## src/sv/assert_macros.svh

```systemverilog
// ----------------------------------------------------------------------------
// assert_macros.svh
// shared concurrent assertion macros, clocked on a rising edge, off in reset
// ----------------------------------------------------------------------------
`ifndef ASSERT_MACROS_SVH
`define ASSERT_MACROS_SVH

// implication checked in the same cycle
`define ASSERT_NOW(label, clk, rst_n, ante, cons) \
    label: assert property (@(posedge clk) disable iff (!rst_n) (ante) |-> (cons)) \
        else $error("%m: same-cycle check failed");

// implication checked in the next cycle
`define ASSERT_NXT(label, clk, rst_n, ante, cons) \
    label: assert property (@(posedge clk) disable iff (!rst_n) (ante) |=> (cons)) \
        else $error("%m: next-cycle check failed");

`endif

```

## src/sv/spbo_pkg.sv

```systemverilog
// ----------------------------------------------------------------------------
// spbo_pkg
// types and constants shared by the slow pwm / pulse burst output block
// ----------------------------------------------------------------------------
`timescale 1ns / 1ps

package spbo_pkg;

    localparam int TIME_W  = 16;
    localparam int COUNT_W = 7;
    localparam int DUTY_W  = 7;
    localparam int CFG_IDX_W = 2;

    // register indexes on the configuration port
    localparam logic [CFG_IDX_W-1:0] CFG_ENABLE      = 2'd0;
    localparam logic [CFG_IDX_W-1:0] CFG_ACTIVE_HIGH = 2'd1;
    localparam logic [CFG_IDX_W-1:0] CFG_DUTY        = 2'd2;
    localparam logic [CFG_IDX_W-1:0] CFG_PERIOD      = 2'd3;

    localparam logic [TIME_W-1:0] PERIOD_RESET = 16'd1000;
    localparam logic [DUTY_W-1:0] DUTY_FULL    = 7'd100;

    // divide by 100 as multiply by ceil(2^30/100) and shift by 30
    localparam int PROD_W       = TIME_W + DUTY_W;
    localparam int RECIP_W      = 24;
    localparam int DIV_SHIFT    = 30;
    localparam logic [RECIP_W-1:0] DIV100_RECIP = 24'd10737419;

    // input beat
    typedef struct packed {
        logic               opcode;
        logic [TIME_W-1:0]  pulse_ms;
        logic [COUNT_W-1:0] pulse_count;
    } item_in_t;

    // result beat
    typedef struct packed {
        logic pin_level;
        logic is_on;
        logic accepted;
    } item_out_t;

    localparam logic OPC_TICK  = 1'b0;
    localparam logic OPC_BURST = 1'b1;

    // classified work for the back end
    typedef enum logic [1:0] {
        KIND_NOP   = 2'd0,
        KIND_TICK  = 2'd1,
        KIND_BURST = 2'd2
    } kind_t;

    typedef struct packed {
        kind_t              kind;
        logic               accepted;
        logic [TIME_W-1:0]  pulse_ms;
        logic [COUNT_W-1:0] pulse_count;
    } q_entry_t;

    // pwm settings handed from the front end to the back end
    typedef struct packed {
        logic              enable;
        logic              active_high;
        logic              duty_zero;
        logic              duty_full;
        logic              restart;
        logic [TIME_W-1:0] high_time;
        logic [TIME_W-1:0] low_time;
    } pwm_ctrl_t;

endpackage

```

## src/sv/spbo_front.sv

```systemverilog
// ----------------------------------------------------------------------------
// spbo_front
// config registers, pwm phase time calculation and input classification
// ----------------------------------------------------------------------------
`timescale 1ns / 1ps

module spbo_front (
    input  logic                                clk,
    input  logic                                rst_n,
    input  logic                                cfg_valid,
    output logic                                cfg_ready,
    input  logic [spbo_pkg::CFG_IDX_W-1:0]      cfg_index,
    input  logic [spbo_pkg::TIME_W-1:0]         cfg_data,
    input  logic                                cmd_valid,
    output logic                                cmd_ready,
    input  spbo_pkg::item_in_t                  cmd_data,
    input  logic                                q_full,
    output logic                                q_push,
    output spbo_pkg::q_entry_t                  q_wdata,
    output spbo_pkg::pwm_ctrl_t                 pwm_ctrl
);
    import spbo_pkg::*;

    localparam logic [2:0] CALC_LEN = 3'd4;

    logic                enable_reg;
    logic                active_high_reg;
    logic [DUTY_W-1:0]   duty_reg;
    logic [TIME_W-1:0]   period_reg;
    logic [2:0]          calc_cnt_reg;
    logic [2:0]          calc_cnt_next;
    logic [PROD_W-1:0]   prod_reg;
    logic [TIME_W-1:0]   raw_reg;
    logic [TIME_W-1:0]   high_time_reg;
    logic [TIME_W-1:0]   low_time_reg;
    logic [DUTY_W-1:0]   eff_duty;
    logic [PROD_W+RECIP_W-1:0] scaled;
    logic [TIME_W-1:0]   low_raw;
    logic                cfg_fire;
    logic                restart_req;

    assign cfg_ready = 1'b1;
    assign cfg_fire  = cfg_valid && cfg_ready;

    // writes that restart the pwm cycle
    always_comb
    begin
        restart_req = 1'b0;
        case (cfg_index)
            CFG_ENABLE:      restart_req = !(enable_reg && cfg_data[0]);
            CFG_ACTIVE_HIGH: restart_req = 1'b0;
            CFG_DUTY:        restart_req = 1'b1;
            CFG_PERIOD:      restart_req = 1'b1;
            default:         restart_req = 1'b0;
        endcase
    end

    // hold-off counter while phase times settle
    always_comb
    begin
        calc_cnt_next = calc_cnt_reg;
        if (cfg_fire && restart_req)
        begin
            calc_cnt_next = CALC_LEN;
        end
        else if (calc_cnt_reg != 3'd0)
        begin
            calc_cnt_next = calc_cnt_reg - 3'd1;
        end
    end

    // configuration registers
    always_ff @(posedge clk or negedge rst_n)
    begin
        if (!rst_n)
        begin
            enable_reg      <= 1'b0;
            active_high_reg <= 1'b1;
            duty_reg        <= '0;
            period_reg      <= PERIOD_RESET;
            calc_cnt_reg    <= '0;
        end
        else
        begin
            calc_cnt_reg <= calc_cnt_next;
            if (cfg_fire)
            begin
                case (cfg_index)
                    CFG_ENABLE:      enable_reg      <= cfg_data[0];
                    CFG_ACTIVE_HIGH: active_high_reg <= cfg_data[0];
                    CFG_DUTY:        duty_reg        <= cfg_data[DUTY_W-1:0];
                    CFG_PERIOD:      period_reg      <= cfg_data;
                    default:         ;
                endcase
            end
        end
    end

    // phase time pipeline: period*duty, then /100, then clamp to at least one tick
    assign eff_duty = (duty_reg > DUTY_FULL) ? DUTY_FULL : duty_reg;
    assign scaled   = (PROD_W+RECIP_W)'(prod_reg) * (PROD_W+RECIP_W)'(DIV100_RECIP);
    assign low_raw  = period_reg - raw_reg;

    always_ff @(posedge clk)
    begin
        prod_reg      <= PROD_W'(period_reg) * PROD_W'(eff_duty);
        raw_reg       <= scaled[DIV_SHIFT +: TIME_W];
        high_time_reg <= (raw_reg == '0) ? TIME_W'(1) : raw_reg;
        low_time_reg  <= (low_raw == '0) ? TIME_W'(1) : low_raw;
    end

    // settings seen by the back end
    assign pwm_ctrl.enable      = enable_reg;
    assign pwm_ctrl.active_high = active_high_reg;
    assign pwm_ctrl.duty_zero   = (eff_duty == '0);
    assign pwm_ctrl.duty_full   = (eff_duty == DUTY_FULL);
    assign pwm_ctrl.restart     = (calc_cnt_reg == 3'd1);
    assign pwm_ctrl.high_time   = high_time_reg;
    assign pwm_ctrl.low_time    = low_time_reg;

    // classify the incoming beat
    assign cmd_ready = !q_full && (calc_cnt_reg == 3'd0);
    assign q_push    = cmd_valid && cmd_ready;

    always_comb
    begin
        q_wdata.pulse_ms    = cmd_data.pulse_ms;
        q_wdata.pulse_count = cmd_data.pulse_count;
        q_wdata.accepted    = 1'b0;
        q_wdata.kind        = KIND_NOP;
        if (cmd_data.opcode == OPC_TICK)
        begin
            q_wdata.kind = KIND_TICK;
        end
        else if (enable_reg)
        begin
            q_wdata.accepted = 1'b1;
            if (cmd_data.pulse_count != '0)
            begin
                q_wdata.kind = KIND_BURST;
            end
        end
    end

endmodule

```

## src/sv/spbo_fifo.sv

```systemverilog
// ----------------------------------------------------------------------------
// spbo_fifo
// short register queue between the front and back ends
// ----------------------------------------------------------------------------
`timescale 1ns / 1ps

module spbo_fifo #(
    parameter int DEPTH = 2
) (
    input  logic                clk,
    input  logic                rst_n,
    input  logic                push,
    input  spbo_pkg::q_entry_t  wdata,
    output logic                full,
    input  logic                pop,
    output logic                valid,
    output spbo_pkg::q_entry_t  rdata
);
    import spbo_pkg::*;

    localparam int PTR_W = $clog2(DEPTH);
    localparam int CNT_W = $clog2(DEPTH + 1);
    localparam logic [PTR_W-1:0] PTR_LAST = PTR_W'(DEPTH - 1);

    q_entry_t           mem_reg [DEPTH];
    logic [PTR_W-1:0]   wr_ptr_reg;
    logic [PTR_W-1:0]   rd_ptr_reg;
    logic [CNT_W-1:0]   cnt_reg;
    logic [CNT_W-1:0]   cnt_next;

    assign full  = (cnt_reg == CNT_W'(DEPTH));
    assign valid = (cnt_reg != '0);
    assign rdata = mem_reg[rd_ptr_reg];

    // occupancy
    always_comb
    begin
        cnt_next = cnt_reg;
        if (push && !pop)
        begin
            cnt_next = cnt_reg + CNT_W'(1);
        end
        else if (pop && !push)
        begin
            cnt_next = cnt_reg - CNT_W'(1);
        end
    end

    // pointers
    always_ff @(posedge clk or negedge rst_n)
    begin
        if (!rst_n)
        begin
            wr_ptr_reg <= '0;
            rd_ptr_reg <= '0;
            cnt_reg    <= '0;
        end
        else
        begin
            cnt_reg <= cnt_next;
            if (push)
            begin
                wr_ptr_reg <= (wr_ptr_reg == PTR_LAST) ? '0 : wr_ptr_reg + PTR_W'(1);
            end
            if (pop)
            begin
                rd_ptr_reg <= (rd_ptr_reg == PTR_LAST) ? '0 : rd_ptr_reg + PTR_W'(1);
            end
        end
    end

    // storage
    always_ff @(posedge clk)
    begin
        if (push)
        begin
            mem_reg[wr_ptr_reg] <= wdata;
        end
    end

endmodule

```

## src/sv/spbo_back.sv

```systemverilog
// ----------------------------------------------------------------------------
// spbo_back
// pwm and burst counters, pending slot and registered result beat
// ----------------------------------------------------------------------------
`timescale 1ns / 1ps
`include "assert_macros.svh"

module spbo_back (
    input  logic                 clk,
    input  logic                 rst_n,
    input  spbo_pkg::pwm_ctrl_t  pwm_ctrl,
    input  logic                 q_valid,
    input  spbo_pkg::q_entry_t   q_rdata,
    output logic                 q_pop,
    output logic                 res_valid,
    input  logic                 res_ready,
    output spbo_pkg::item_out_t  res_data
);
    import spbo_pkg::*;

    logic               pwm_high_reg,      pwm_high_next;
    logic [TIME_W-1:0]  pwm_ticks_reg,     pwm_ticks_next;
    logic               burst_running_reg, burst_running_next;
    logic               burst_high_reg,    burst_high_next;
    logic [COUNT_W-1:0] burst_pulses_reg,  burst_pulses_next;
    logic [TIME_W-1:0]  burst_ticks_reg,   burst_ticks_next;
    logic [TIME_W-1:0]  burst_ms_reg,      burst_ms_next;
    logic               pending_valid_reg, pending_valid_next;
    logic [TIME_W-1:0]  pending_ms_reg,    pending_ms_next;
    logic [COUNT_W-1:0] pending_count_reg, pending_count_next;
    logic               res_valid_reg;
    item_out_t          res_data_reg;
    item_out_t          res_data_next;
    logic               pwm_run;
    logic               pwm_on;
    logic               on;
    logic [COUNT_W-1:0] pulses_dec;
    logic [TIME_W-1:0]  half_ms;

    assign q_pop   = q_valid && (!res_valid_reg || res_ready);
    assign pwm_run = pwm_ctrl.enable && !pwm_ctrl.duty_zero && !pwm_ctrl.duty_full;
    assign half_ms = {1'b0, burst_ms_reg[TIME_W-1:1]};
    assign pulses_dec = (burst_pulses_reg != '0) ? burst_pulses_reg - COUNT_W'(1)
                                                 : burst_pulses_reg;

    // next state for one popped beat
    always_comb
    begin
        pwm_high_next      = pwm_high_reg;
        pwm_ticks_next     = pwm_ticks_reg;
        burst_running_next = burst_running_reg;
        burst_high_next    = burst_high_reg;
        burst_pulses_next  = burst_pulses_reg;
        burst_ticks_next   = burst_ticks_reg;
        burst_ms_next      = burst_ms_reg;
        pending_valid_next = pending_valid_reg;
        pending_ms_next    = pending_ms_reg;
        pending_count_next = pending_count_reg;

        if (q_pop)
        begin
            case (q_rdata.kind)
                KIND_TICK:
                begin
                    // pwm countdown
                    if (pwm_run)
                    begin
                        if (pwm_ticks_reg > TIME_W'(1))
                        begin
                            pwm_ticks_next = pwm_ticks_reg - TIME_W'(1);
                        end
                        else
                        begin
                            pwm_high_next  = !pwm_high_reg;
                            pwm_ticks_next = pwm_high_reg ? pwm_ctrl.low_time
                                                          : pwm_ctrl.high_time;
                        end
                    end
                    // burst countdown
                    if (burst_running_reg)
                    begin
                        if (burst_ticks_reg > TIME_W'(1))
                        begin
                            burst_ticks_next = burst_ticks_reg - TIME_W'(1);
                        end
                        else if (burst_high_reg)
                        begin
                            burst_high_next  = 1'b0;
                            burst_ticks_next = (half_ms == '0) ? TIME_W'(1) : half_ms;
                        end
                        else if (pulses_dec != '0)
                        begin
                            burst_pulses_next = pulses_dec;
                            burst_high_next   = 1'b1;
                            burst_ticks_next  = (burst_ms_reg == '0) ? TIME_W'(1)
                                                                     : burst_ms_reg;
                        end
                        else if (pending_valid_reg)
                        begin
                            // waiting command takes over on the same tick
                            pending_valid_next = 1'b0;
                            burst_running_next = 1'b1;
                            burst_high_next    = 1'b1;
                            burst_pulses_next  = pending_count_reg;
                            burst_ms_next      = pending_ms_reg;
                            burst_ticks_next   = (pending_ms_reg == '0) ? TIME_W'(1)
                                                                        : pending_ms_reg;
                        end
                        else
                        begin
                            burst_pulses_next  = pulses_dec;
                            burst_running_next = 1'b0;
                            burst_high_next    = 1'b0;
                            burst_ticks_next   = '0;
                        end
                    end
                end
                KIND_BURST:
                begin
                    if (!burst_running_reg)
                    begin
                        burst_running_next = 1'b1;
                        burst_high_next    = 1'b1;
                        burst_pulses_next  = q_rdata.pulse_count;
                        burst_ms_next      = q_rdata.pulse_ms;
                        burst_ticks_next   = (q_rdata.pulse_ms == '0) ? TIME_W'(1)
                                                                      : q_rdata.pulse_ms;
                    end
                    else if (!pending_valid_reg)
                    begin
                        pending_valid_next = 1'b1;
                        pending_ms_next    = q_rdata.pulse_ms;
                        pending_count_next = q_rdata.pulse_count;
                    end
                end
                default:
                begin
                end
            endcase
        end
    end

    // output levels after the update
    always_comb
    begin
        if (!pwm_ctrl.enable || pwm_ctrl.duty_zero)
        begin
            pwm_on = 1'b0;
        end
        else if (pwm_ctrl.duty_full)
        begin
            pwm_on = 1'b1;
        end
        else
        begin
            pwm_on = pwm_high_next;
        end
        on = burst_running_next ? burst_high_next : pwm_on;
        res_data_next.is_on     = on;
        res_data_next.pin_level = pwm_ctrl.active_high ? on : !on;
        res_data_next.accepted  = q_rdata.accepted;
    end

    // state registers
    always_ff @(posedge clk or negedge rst_n)
    begin
        if (!rst_n)
        begin
            pwm_high_reg      <= 1'b0;
            pwm_ticks_reg     <= '0;
            burst_running_reg <= 1'b0;
            burst_high_reg    <= 1'b0;
            burst_pulses_reg  <= '0;
            burst_ticks_reg   <= '0;
            burst_ms_reg      <= '0;
            pending_valid_reg <= 1'b0;
            res_valid_reg     <= 1'b0;
        end
        else
        begin
            if (pwm_ctrl.restart)
            begin
                pwm_high_reg  <= pwm_ctrl.enable;
                pwm_ticks_reg <= pwm_ctrl.enable ? pwm_ctrl.high_time : '0;
            end
            else
            begin
                pwm_high_reg  <= pwm_high_next;
                pwm_ticks_reg <= pwm_ticks_next;
            end
            burst_running_reg <= burst_running_next;
            burst_high_reg    <= burst_high_next;
            burst_pulses_reg  <= burst_pulses_next;
            burst_ticks_reg   <= burst_ticks_next;
            burst_ms_reg      <= burst_ms_next;
            pending_valid_reg <= pending_valid_next;
            if (q_pop)
            begin
                res_valid_reg <= 1'b1;
            end
            else if (res_ready)
            begin
                res_valid_reg <= 1'b0;
            end
        end
    end

    // payload registers
    always_ff @(posedge clk)
    begin
        pending_ms_reg    <= pending_ms_next;
        pending_count_reg <= pending_count_next;
        if (q_pop)
        begin
            res_data_reg <= res_data_next;
        end
    end

    assign res_valid = res_valid_reg;
    assign res_data  = res_data_reg;

    // a waiting command only exists behind a running burst
    `ASSERT_NOW(a_pending_needs_burst, clk, rst_n, !burst_running_reg, !pending_valid_reg)
    // a running burst always has a phase time and a pulse left
    `ASSERT_NOW(a_burst_ticks_live, clk, rst_n, burst_running_reg, burst_ticks_reg != '0)
    `ASSERT_NOW(a_burst_pulses_live, clk, rst_n, burst_running_reg, burst_pulses_reg != '0)
    // a popped beat always shows up as a result next cycle
    `ASSERT_NXT(a_pop_gives_result, clk, rst_n, q_pop, res_valid_reg)

endmodule

```

## src/sv/slow_pwm_and_pulse_burst_output.sv

```systemverilog
// ----------------------------------------------------------------------------
// slow_pwm_and_pulse_burst_output
// millisecond-tick slow pwm with pulse bursts on one output pin
// ----------------------------------------------------------------------------
// a command beat is stored in the queue, then its result is registered in the back end
// throughput: one beat per cycle while res_ready does not stall and no config hold-off runs
// after a write to duty or period, or to enable unless it stays on, commands are held off
//   while the phase time multiply/divide pipeline settles
// reset: asynchronous active low; output off, bursts idle, queue empty
// ----------------------------------------------------------------------------
`timescale 1ns / 1ps

module slow_pwm_and_pulse_burst_output #(
    parameter int QUEUE_DEPTH = 2
) (
    input  logic                             clk,
    input  logic                             rst_n,
    input  logic                             cfg_valid,
    output logic                             cfg_ready,
    input  logic [spbo_pkg::CFG_IDX_W-1:0]   cfg_index,
    input  logic [spbo_pkg::TIME_W-1:0]      cfg_data,
    input  logic                             cmd_valid,
    output logic                             cmd_ready,
    input  spbo_pkg::item_in_t               cmd_data,
    output logic                             res_valid,
    input  logic                             res_ready,
    output spbo_pkg::item_out_t              res_data
);
    import spbo_pkg::*;

    logic       q_full;
    logic       q_push;
    logic       q_pop;
    logic       q_valid;
    q_entry_t   q_wdata;
    q_entry_t   q_rdata;
    pwm_ctrl_t  pwm_ctrl;

    // accept, classify and configure
    spbo_front u_front (
        .clk       (clk),
        .rst_n     (rst_n),
        .cfg_valid (cfg_valid),
        .cfg_ready (cfg_ready),
        .cfg_index (cfg_index),
        .cfg_data  (cfg_data),
        .cmd_valid (cmd_valid),
        .cmd_ready (cmd_ready),
        .cmd_data  (cmd_data),
        .q_full    (q_full),
        .q_push    (q_push),
        .q_wdata   (q_wdata),
        .pwm_ctrl  (pwm_ctrl)
    );

    // decoupling queue
    spbo_fifo #(
        .DEPTH (QUEUE_DEPTH)
    ) u_fifo (
        .clk   (clk),
        .rst_n (rst_n),
        .push  (q_push),
        .wdata (q_wdata),
        .full  (q_full),
        .pop   (q_pop),
        .valid (q_valid),
        .rdata (q_rdata)
    );

    // counters and result beat
    spbo_back u_back (
        .clk       (clk),
        .rst_n     (rst_n),
        .pwm_ctrl  (pwm_ctrl),
        .q_valid   (q_valid),
        .q_rdata   (q_rdata),
        .q_pop     (q_pop),
        .res_valid (res_valid),
        .res_ready (res_ready),
        .res_data  (res_data)
    );

endmodule

```

## config.mk

```make
export PLATFORM = sky130hd
export DESIGN_NAME = slow_pwm_and_pulse_burst_output
export DESIGN_NICKNAME = d
export VERILOG_FILES = /design/src/sv/spbo_pkg.sv /design/src/sv/spbo_front.sv /design/src/sv/spbo_fifo.sv /design/src/sv/spbo_back.sv /design/src/sv/slow_pwm_and_pulse_burst_output.sv
export VERILOG_INCLUDE_DIRS = /design/src /design/src/sv
export SDC_FILE = /design/constraint.sdc
export NUM_CORES = 1
export LEC_CHECK = 0
export ABC_AREA = 1
export BUFFER_PORTS_ARGS = -buffer_cell sky130_fd_sc_hd__buf_4
export CELL_PAD_IN_SITES_DETAIL_PLACEMENT = 1
export CELL_PAD_IN_SITES_GLOBAL_PLACEMENT = 1
export CORE_UTILIZATION = 25
export DETAILED_ROUTE_END_ITERATION = 7
export PLACE_DENSITY = 0.45
export SYNTH_ARGS = -nofsm -noshare
export SYNTH_HDL_FRONTEND = slang
export SYNTH_SLANG_ARGS = --single-unit
```

## constraint.sdc

```tcl
create_clock -name clk -period 9.15 [get_ports clk]
set_clock_uncertainty 0.05 [all_clocks]
set_input_delay 0 -clock clk [delete_from_list [all_inputs] [get_ports clk]]
set_output_delay 0 -clock clk [all_outputs]
set_load 0.01 [all_outputs]
```

Word-level counts from Yosys, hierarchy flattened
Memory sizes are Yosys's and may differ from the RTL's.
Cells that the tools add are included.
Word-level totals
  logic and storage cells: 187
  bits in writable memories: 52
  input port bits: 47
  memories: 1
  register bits: 189
Memory list
  u_fifo.mem_reg: words 2, width 26, rd ports 1, clocked after Yosys merged registers in 0, wr ports 1, RTL line spbo_fifo.sv:25  | q_entry_t mem_reg [DEPTH];
Cells by class
  mux-type cells: 77
  reductions and logical operators: 53
  multiply operators: 2
  order comparisons: 3
  bitwise gates (word level): 1
  equality and inequality tests: 15
  add/sub/neg operators: 9
Operators with widths (number)
  two-way mux 16 bit: 22
  logical NOT 16 bit: 6
  one-hot mux 16 bit (2 select lines): 2
  two-way mux 7 bit: 8
  multiplier 23 x 24 -> 46 bit, second input constant: 1
  greater-than comparator 16 x 1 -> 1 bit, second input constant: 2
  two-way mux 1 bit: 32
  subtractor 16 x 1 -> 16 bit, second input constant: 2
  multiplier 16 x 7 -> 23 bit: 1
  nonzero test 7 bit: 3
  nonzero test 2 bit: 8
  subtractor 16 bit: 1
  two-way mux 15 bit: 1
  one-hot mux 7 bit (2 select lines): 1
  logical NOT 1 bit: 10
  logical AND 1 bit: 9
  two-way mux 3 bit: 3
  == test 2 bit, second input constant: 4
  two-way mux 2 bit: 4
  inequality test 2 bit, second input constant: 4
  AND reduction 2 bit: 4
  AND reduction 4 bit: 2
  AND reduction 8 bit: 1
  == test 7 bit, second input constant: 1
  21 further kinds: 28

Depth between registers and ports, before layout
Gate-level depths: netlist of the first run.
  depth in word-level cells: 14
  gate-level depth with buffers: 28

Modules after synthesis
From an unflattened synthesis of the first run, not the netlist that was laid out.
Unflattened totals
  cells, all modules: 3158
  area total of the unflattened synthesis: 26013.7 um^2
Modules (own cells, without submodules)
  spbo_front: sequential area each 2130.8 um^2, cells an instance 2216, times used 1, area each 17902.2 um^2
  spbo_back: sequential area each 2282.2 um^2, cells an instance 836, times used 1, area each 5928.2 um^2
  spbo_fifo: sequential area each 1661.6 um^2, cells an instance 106, times used 1, area each 2183.3 um^2

Least setup slack after synthesis of the first run
OpenSTA, ideal clock, no wires.
  kind: reg-to-reg
  from: reg u_front.prod_reg[6]
  to: reg u_front.raw_reg[9]
  arrival: 5388 ps
  cell stages (with the launch flop): 26
  setup slack: 3593 ps
  data required time: 8980 ps
  path through: dfxtp_1 inv_1 fa_1 inv_1 fa_1 inv_1 fa_1 fa_1 inv_1 fa_1 fa_1 inv_1 fa_1 inv_1 ha_1 nand2_1 nor2_1 nor2_1 inv_1 a21oi_1 nor2_1 nor2_1 nand3_1 nand3_1 nand2_1 xor2_1
Between the ends
  cells in the longest elaborated chain, start to end: 1
RTL lines
  from (decl): RTL line spbo_front.sv:32  | logic [PROD_W-1:0] prod_reg;
  from (signal assigned): RTL line spbo_front.sv:106  | prod_reg <= PROD_W'(period_reg) * PROD_W'(eff_duty);
  multiplier 23 x 24 -> 46 bit: RTL line spbo_front.sv:101  | assign scaled = (PROD_W+RECIP_W)'(prod_reg) * (PROD_W+RECIP_W)'(DIV100_RECIP);
  via u_front.scaled[39]: RTL line spbo_front.sv:37  | logic [PROD_W+RECIP_W-1:0] scaled;
  to (signal assigned): RTL line spbo_front.sv:107  | raw_reg <= scaled[DIV_SHIFT +: TIME_W];
  to (decl): RTL line spbo_front.sv:33  | logic [TIME_W-1:0] raw_reg;
The timed path passes the listed nets, and every way through them passes these cells.
A chain may end at the register's enable or synchronous reset.

Worst setup path after layout of the first run
  from: reg u_front.prod_reg[9]
  to: reg u_front.raw_reg[15]
Same word-level chain as after synthesis.

==> results of run 1 <==
-- worst paths after layout --
| check | to | depth (start not counted) |
|---|---|---|
| setup / recovery | u_front.raw_reg[15]$_DFF_P_ | 23 |
| hold / removal | u_fifo.mem_reg[0][9]$_DFFE_PP_ | 2 |
| setup reg to reg | u_front.raw_reg[15]$_DFF_P_ | 23 |
| hold reg to reg | u_front.high_time_reg[3]$_SDFF_PN0_ | 0 |
| max in group asynchronous | u_back.burst_pulses_reg[6]$_DFFE_PN0P_ | 4 |
| min in group asynchronous | u_back.burst_high_reg$_DFF_PN0_ | 3 |
-- timing repair --
item,4_1_cts,5_1_grt
hold endpoints to repair,134,0
hold buffers,51,0
gates resized for setup,0,0
buffers inserted,0,0
-- kinds of logic (layout without fill, tap and decap cells) --
group | Yosys count | after routing | share of synthesized area, %
fa+ha+maj | 572 | 572 | 36.8
buf+inv | 735 | 846 | 11.3
flops | 241 | 241 | 24.4
simple gates | 928 | 928 | 15.8
xor+xnor | 71 | 71 | 2.50
other cells | 1 | 1 | 0.0151
compound gates | 397 | 397 | 9.07
mux | 3 | 3 | 0.126
-- worst register-to-register path, cell delays in order (launching register included) --
cell	delay, ns
dfxtp_1	0.78
ha_1	0.47
inv_1	0.11
fa_1	0.51
inv_1	0.05
fa_1	0.49
inv_1	0.06
fa_1	0.51
inv_1	0.06
fa_1	0.52
fa_1	0.49
inv_1	0.05
fa_1	0.47
inv_1	0.04
ha_1	0.31
nand2_1	0.11
nor2_1	0.24
nand2_1	0.11
nor4_1	0.47
nand3_1	0.16
nand3_1	0.22
nand3_1	0.10
nand2_1	0.08
xor2_1	0.13
-- metal layers --
layer  global-route usage (%)  vias to the layer above  share of wire [%]
met1                     22.9                     9705                 46
met5                        0                        -                  0
met3                     2.45                       86                3.0
met4                     4.01                        0                2.1
met2                     30.2                      224                 49
li1                         -                     9457                  -
-- per-stage QoR --
| stage | utilization [%] | hold WS (ns) |
|---|---|---|
| after floorplan | - | -0.346 |
| after global placement | 27.1 | 0.0227 |
| after detailed placement | 27.1 | 0.0349 |
| after CTS | 28.7 | 0.101 |
| after global routing | 28.7 | 0.115 |
| final | 28.7 | 0.139 |
-- layout by cell type (no fill, tap or decap), drive strengths merged, types with 62 or more instances in the layout --
master  Yosys  routed
a21oi     164     164
buf        21      62
dfrtp      85      85
dfxtp      71      71
edfxtp     78      78
fa        264     264
ha        308     308
inv       668     674
nand2     470     470
nand3     121     121
nor2      257     257
o21ai     142     142
-- area by class of cell --
class / count / area, sq um
multi-input cells: 1972 / 16000
flip-flops and latches: 241 / 6070
clock inverters: 15 / 125
well taps: 1287 / 1610
inverters: 670 / 2520
clock buffers: 48 / 986
fillers: 11717 / 70100
repair buffers: 113 / 976
==> flow_metrics.env, run 1 <==
export IMPL_fmax_ghz=0.150
export IMPL_cts_clk_slew_worst_paths_ns=0.06
export IMPL_ys_ff_latch=241
export IMPL_remaining_drc_errors=0
export IMPL_wl_per_cell_microns=19.7
export IMPL_io_pins=53
export IMPL_grt_pass1_vias=21947
export IMPL_grt_max_degree=56
export IMPL_syn_area_sq_um=24900
export IMPL_synth_edf_count=78
export IMPL_crit_type="reg -> reg"
export IMPL_grt_pass1_wl_microns=133000
export IMPL_final_area_sq_um=28300
export IMPL_outcome="finished clean"
export IMPL_die_area_sq_um=101000
export IMPL_yosysSeqAreaShare_pct=24.4
export IMPL_cts_tree="yes"
export IMPL_avgViaCountPerCell=4.48
export IMPL_cts_htree_levels=2
export IMPL_port_buffers=51
export IMPL_drtPass1Iterations=5
export IMPL_post_synth_top_count_cell="inv_1"
export IMPL_hold_class="in -> reg"
export IMPL_yosys_area_top_type="fa_1"
export IMPL_root_buffer="clkbuf_16"
export IMPL_worst_path_buf_inv=6
export IMPL_track_usage_pct=17.5
export IMPL_crit_path_start_kind="register"
export IMPL_cp_end_kind="register"
export IMPL_setup_ws_ns=2.48
export IMPL_synth_common_cells="inv_1 (664), nand2_1 (466), ha_1 (308)"
export IMPL_clkLatencyLatePin_ns=0.56
export IMPL_syn_area_per_cell_sq_um=8.43
export IMPL_place_ws_ns=2.51
export IMPL_slew_headroom_pct=29.4
export IMPL_diodes=0
export IMPL_critPathSlowestCell="dfxtp_1"
export IMPL_reg2reg_from="u_front.prod_reg[9]$_DFF_P_"
export IMPL_nets=3652
export IMPL_overflow=0
export IMPL_cts_buffers=35
export IMPL_ys_async_sr_fraction_pct=38.2
export IMPL_gp_congestion=0.865
export IMPL_syn_to_final_growth_pct=13.7
export IMPL_fin_setup_tns_ns=0
export IMPL_yosys_cell_types_count=60
export IMPL_ctsLongestPathBuffers=3
export IMPL_num_vias=19472
export IMPL_antenna_found_initial=0
export IMPL_drt_iter0_markers=808
export IMPL_maxCapViolCount=0
export IMPL_routed_wirelength_microns=85500
export IMPL_max_slew_worst_pin_slew_ns=1.06
export IMPL_core_sq_um=98400
export IMPL_min_period_ns=6.67
export IMPL_synth_nets=3567
export IMPL_clock_sinks=241
export IMPL_crit_fanout=7
export IMPL_dpl_cell_area_sq_um=26700
export IMPL_start_util_pct=25.3
export IMPL_yosys_top_cells_area="fa_1 (21%), ha_1 (16%), inv_1 (10%)"
export IMPL_period_share_pct=72.9
export IMPL_numPlacedInstances=4232
export IMPL_rrSetupSlack_ns=2.48
export IMPL_yosysWarningCount=0
export IMPL_fin_cells=4346
export IMPL_syn_inst=2948
export IMPL_die_w_microns=317
export IMPL_worstPathArrival_ns=7.10
export IMPL_rsz0062_at_grt="false"
export IMPL_slew_violations=0
export IMPL_startpoint="u_front.prod_reg[9]$_DFF_P_"
export IMPL_critPathTopFamily="adder cells"
export IMPL_synth_top_cell_area_share_pct=21.3
export IMPL_synthFlopType="dfrtp_1"
export IMPL_fp_row_count=115
export IMPL_holdCritStartpoint="cmd_data[9]"
export IMPL_crit_chain="ha_1, inv_1, fa_1, inv_1, fa_1, inv_1, fa_1, inv_1, fa_1, fa_1, inv_1, fa_1, inv_1, ha_1, nand2_1, nor2_1, nand2_1, nor4_1, nand3_1, nand3_1, nand3_1, nand2_1, xor2_1"
export IMPL_die_h_microns=317
export IMPL_finalHoldViolations=0
export IMPL_worst_ep_required_time_ns=9.58
export IMPL_setup_viol=0
export IMPL_slowest_delay_ns=0.78
export IMPL_ant_nets=0
export IMPL_largest_reg_flops=52
export IMPL_hpwlAfterDp_microns=71700
export IMPL_drive_gt1_share_pct=5.79
Power of run 1 is left out: the tool's default activity adds up to more than one toggle a clock period on the data nets, which glitch-free logic cannot reach.
==> run 2, diff against run 1 <==
PLACE_DENSITY = 0.47   (was 0.45)
clock period = 5.9 ns   (was 9.15 ns; I/O delays follow)
==> run 2 against run 1 <==
  * Die area unchanged
  * Sequential share of layout area decreased by 0.66 points
  * Cell count increased by 1.4%
  * Design area increased by 3.4%
  * Setup slack got worse by 2.3 ns
  * Utilization increased by 0.98 points
  * Largest cell class unchanged
  * Via count increased by 0.79%
  * Register-to-register slack got worse by 2.3 ns
  * Highest routed layer unchanged
==> flow_metrics.env, run 2 (synthesis gave the netlist of run 1 again) <==
export IMPL_outcome="finished clean"
export IMPL_core_sq_um=98400
export IMPL_clock_sinks=241
export IMPL_final_area_sq_um=29200
export IMPL_ctsLongestPathBuffers=3
export IMPL_port_buffers=51
export IMPL_cts_htree_levels=2
export IMPL_num_vias=19625
export IMPL_track_usage_pct=16.8
export IMPL_crit_type="reg -> reg"
export IMPL_diodes=0
export IMPL_finalHoldViolations=0
export IMPL_gp_congestion=0.890
export IMPL_fp_row_count=115
export IMPL_grt_max_degree=51
export IMPL_routed_wirelength_microns=83400
export IMPL_slew_violations=0
export IMPL_setup_ws_ns=0.184
export IMPL_place_ws_ns=-0.0646
export IMPL_startpoint="u_front.prod_reg[2]$_DFF_P_"
export IMPL_largest_reg_flops=52
export IMPL_cts_buffers=34
export IMPL_ff_latch_area_sq_um=6090
export IMPL_slew_headroom_pct=25.3
export IMPL_reg2reg_from="u_front.prod_reg[2]$_DFF_P_"
export IMPL_dpl_cell_area_sq_um=27100
export IMPL_root_buffer="clkbuf_16"
export IMPL_grt_pass1_wl_microns=130000
export IMPL_max_slew_worst_pin_slew_ns=1.12
export IMPL_drt_iter0_markers=817
export IMPL_setup_viol=0
export IMPL_avgViaCountPerCell=4.45
export IMPL_start_util_pct=25.3
export IMPL_min_period_ns=5.72
export IMPL_grt_pass1_vias=22049
export IMPL_numPlacedInstances=4295
export IMPL_wl_per_cell_microns=18.9
export IMPL_final_common_cell="inv_1"
export IMPL_drive_gt1_share_pct=10.2
export IMPL_die_area_sq_um=101000
export IMPL_crit_path_start_kind="register"
export IMPL_multi_input_area_sq_um=16400
export IMPL_worst_ep_required_time_ns=6.29
export IMPL_worstPathArrival_ns=6.10
export IMPL_drtPass1Iterations=5
export IMPL_overflow=0
export IMPL_cts_clk_slew_worst_paths_ns=0.06
export IMPL_rrSetupSlack_ns=0.18
export IMPL_syn_to_final_growth_pct=17.6
export IMPL_cp_end_kind="register"
export IMPL_ant_nets=0
export IMPL_rsz0062_at_grt="true"
export IMPL_nets=3713
export IMPL_fin_cells=4407
export IMPL_fin_setup_tns_ns=0
export IMPL_clkLatencyLatePin_ns=0.56
export IMPL_maxCapViolCount=0
export IMPL_fmax_ghz=0.175
export IMPL_fill_cells=11746
export IMPL_cts_tree="yes"
export IMPL_die_h_microns=317
export IMPL_antenna_found_initial=0
export IMPL_die_w_microns=317
export IMPL_io_pins=53
export IMPL_hpwlAfterDp_microns=70200
export IMPL_remaining_drc_errors=0
export IMPL_mostFrequentLayoutCells="inv_1 (661), nand2_1 (456), ha_1 (293)"
export IMPL_period_share_pct=96.9
export IMPL_crit_fanout=5
export IMPL_hold_class="in -> async"
[run 2: metrics by stage]
stage	hold slack, ns	util, %
after floorplan	-0.346	-
after global placement	0.0355	27.6
after detailed placement	0.0411	27.6
after CTS	0.0236	29.3
after global routing	0.0777	29.7
final	0.00857	29.7
[run 2: layout make-up]
cell class,instances,area share [%]
flip-flops and latches,241,20.8
inverters,670,8.61
clock inverters,14,0.779
multi-input cells,1972,56.2
well taps,1287,5.51
repair buffers,175,4.90
clock buffers,48,3.19
[run 2: final timing paths]
kind                                                           to  cells after the start
setup / recovery                      u_front.raw_reg[12]$_DFF_P_                     18
hold / removal             u_back.burst_pulses_reg[1]$_DFFE_PN0P_                      2
setup reg to reg                      u_front.raw_reg[12]$_DFF_P_                     18
hold reg to reg               u_front.high_time_reg[2]$_SDFF_PN0_                      0
max in group asynchronous     u_back.burst_ms_reg[11]$_DFFE_PN0P_                      3
min in group clk                  u_fifo.mem_reg[0][14]$_DFFE_PP_                      2
[run 2: per-layer routing]
metal / global-route usage (%) / vias to the layer above / part of all wire (%)
met3: 1.51 / 61 / 1.8
met5: 0 / - / 0
met2: 30.5 / 149 / 51
met1: 21.6 / 9847 / 46
met4: 3.22 / 0 / 1.6
li1: - / 9568 / -
[run 2: timing repair]
item                       4_1_cts  5_1_grt
setup buffers                    0        2
setup endpoints to repair        4       17
gates cloned                     0        0
resized for setup                8       95
hold endpoints to repair       129        0
pin swaps                        0       29
hold buffers                    48        0
[run 2: critical path, cell delays in order (launching register included)]
cell,delay (ns)
dfxtp_4,0.37
ha_1,0.38
fa_1,0.52
inv_1,0.05
fa_1,0.51
fa_1,0.52
inv_1,0.06
fa_1,0.58
fa_1,0.44
fa_1,0.44
ha_1,0.37
a21oi_2,0.26
o21ai_0,0.16
a21oi_1,0.21
buf_4,0.15
nor3_1,0.03
o21ai_0,0.20
nand3_1,0.13
xor2_1,0.16
Power of run 2 is left out for the same reason.
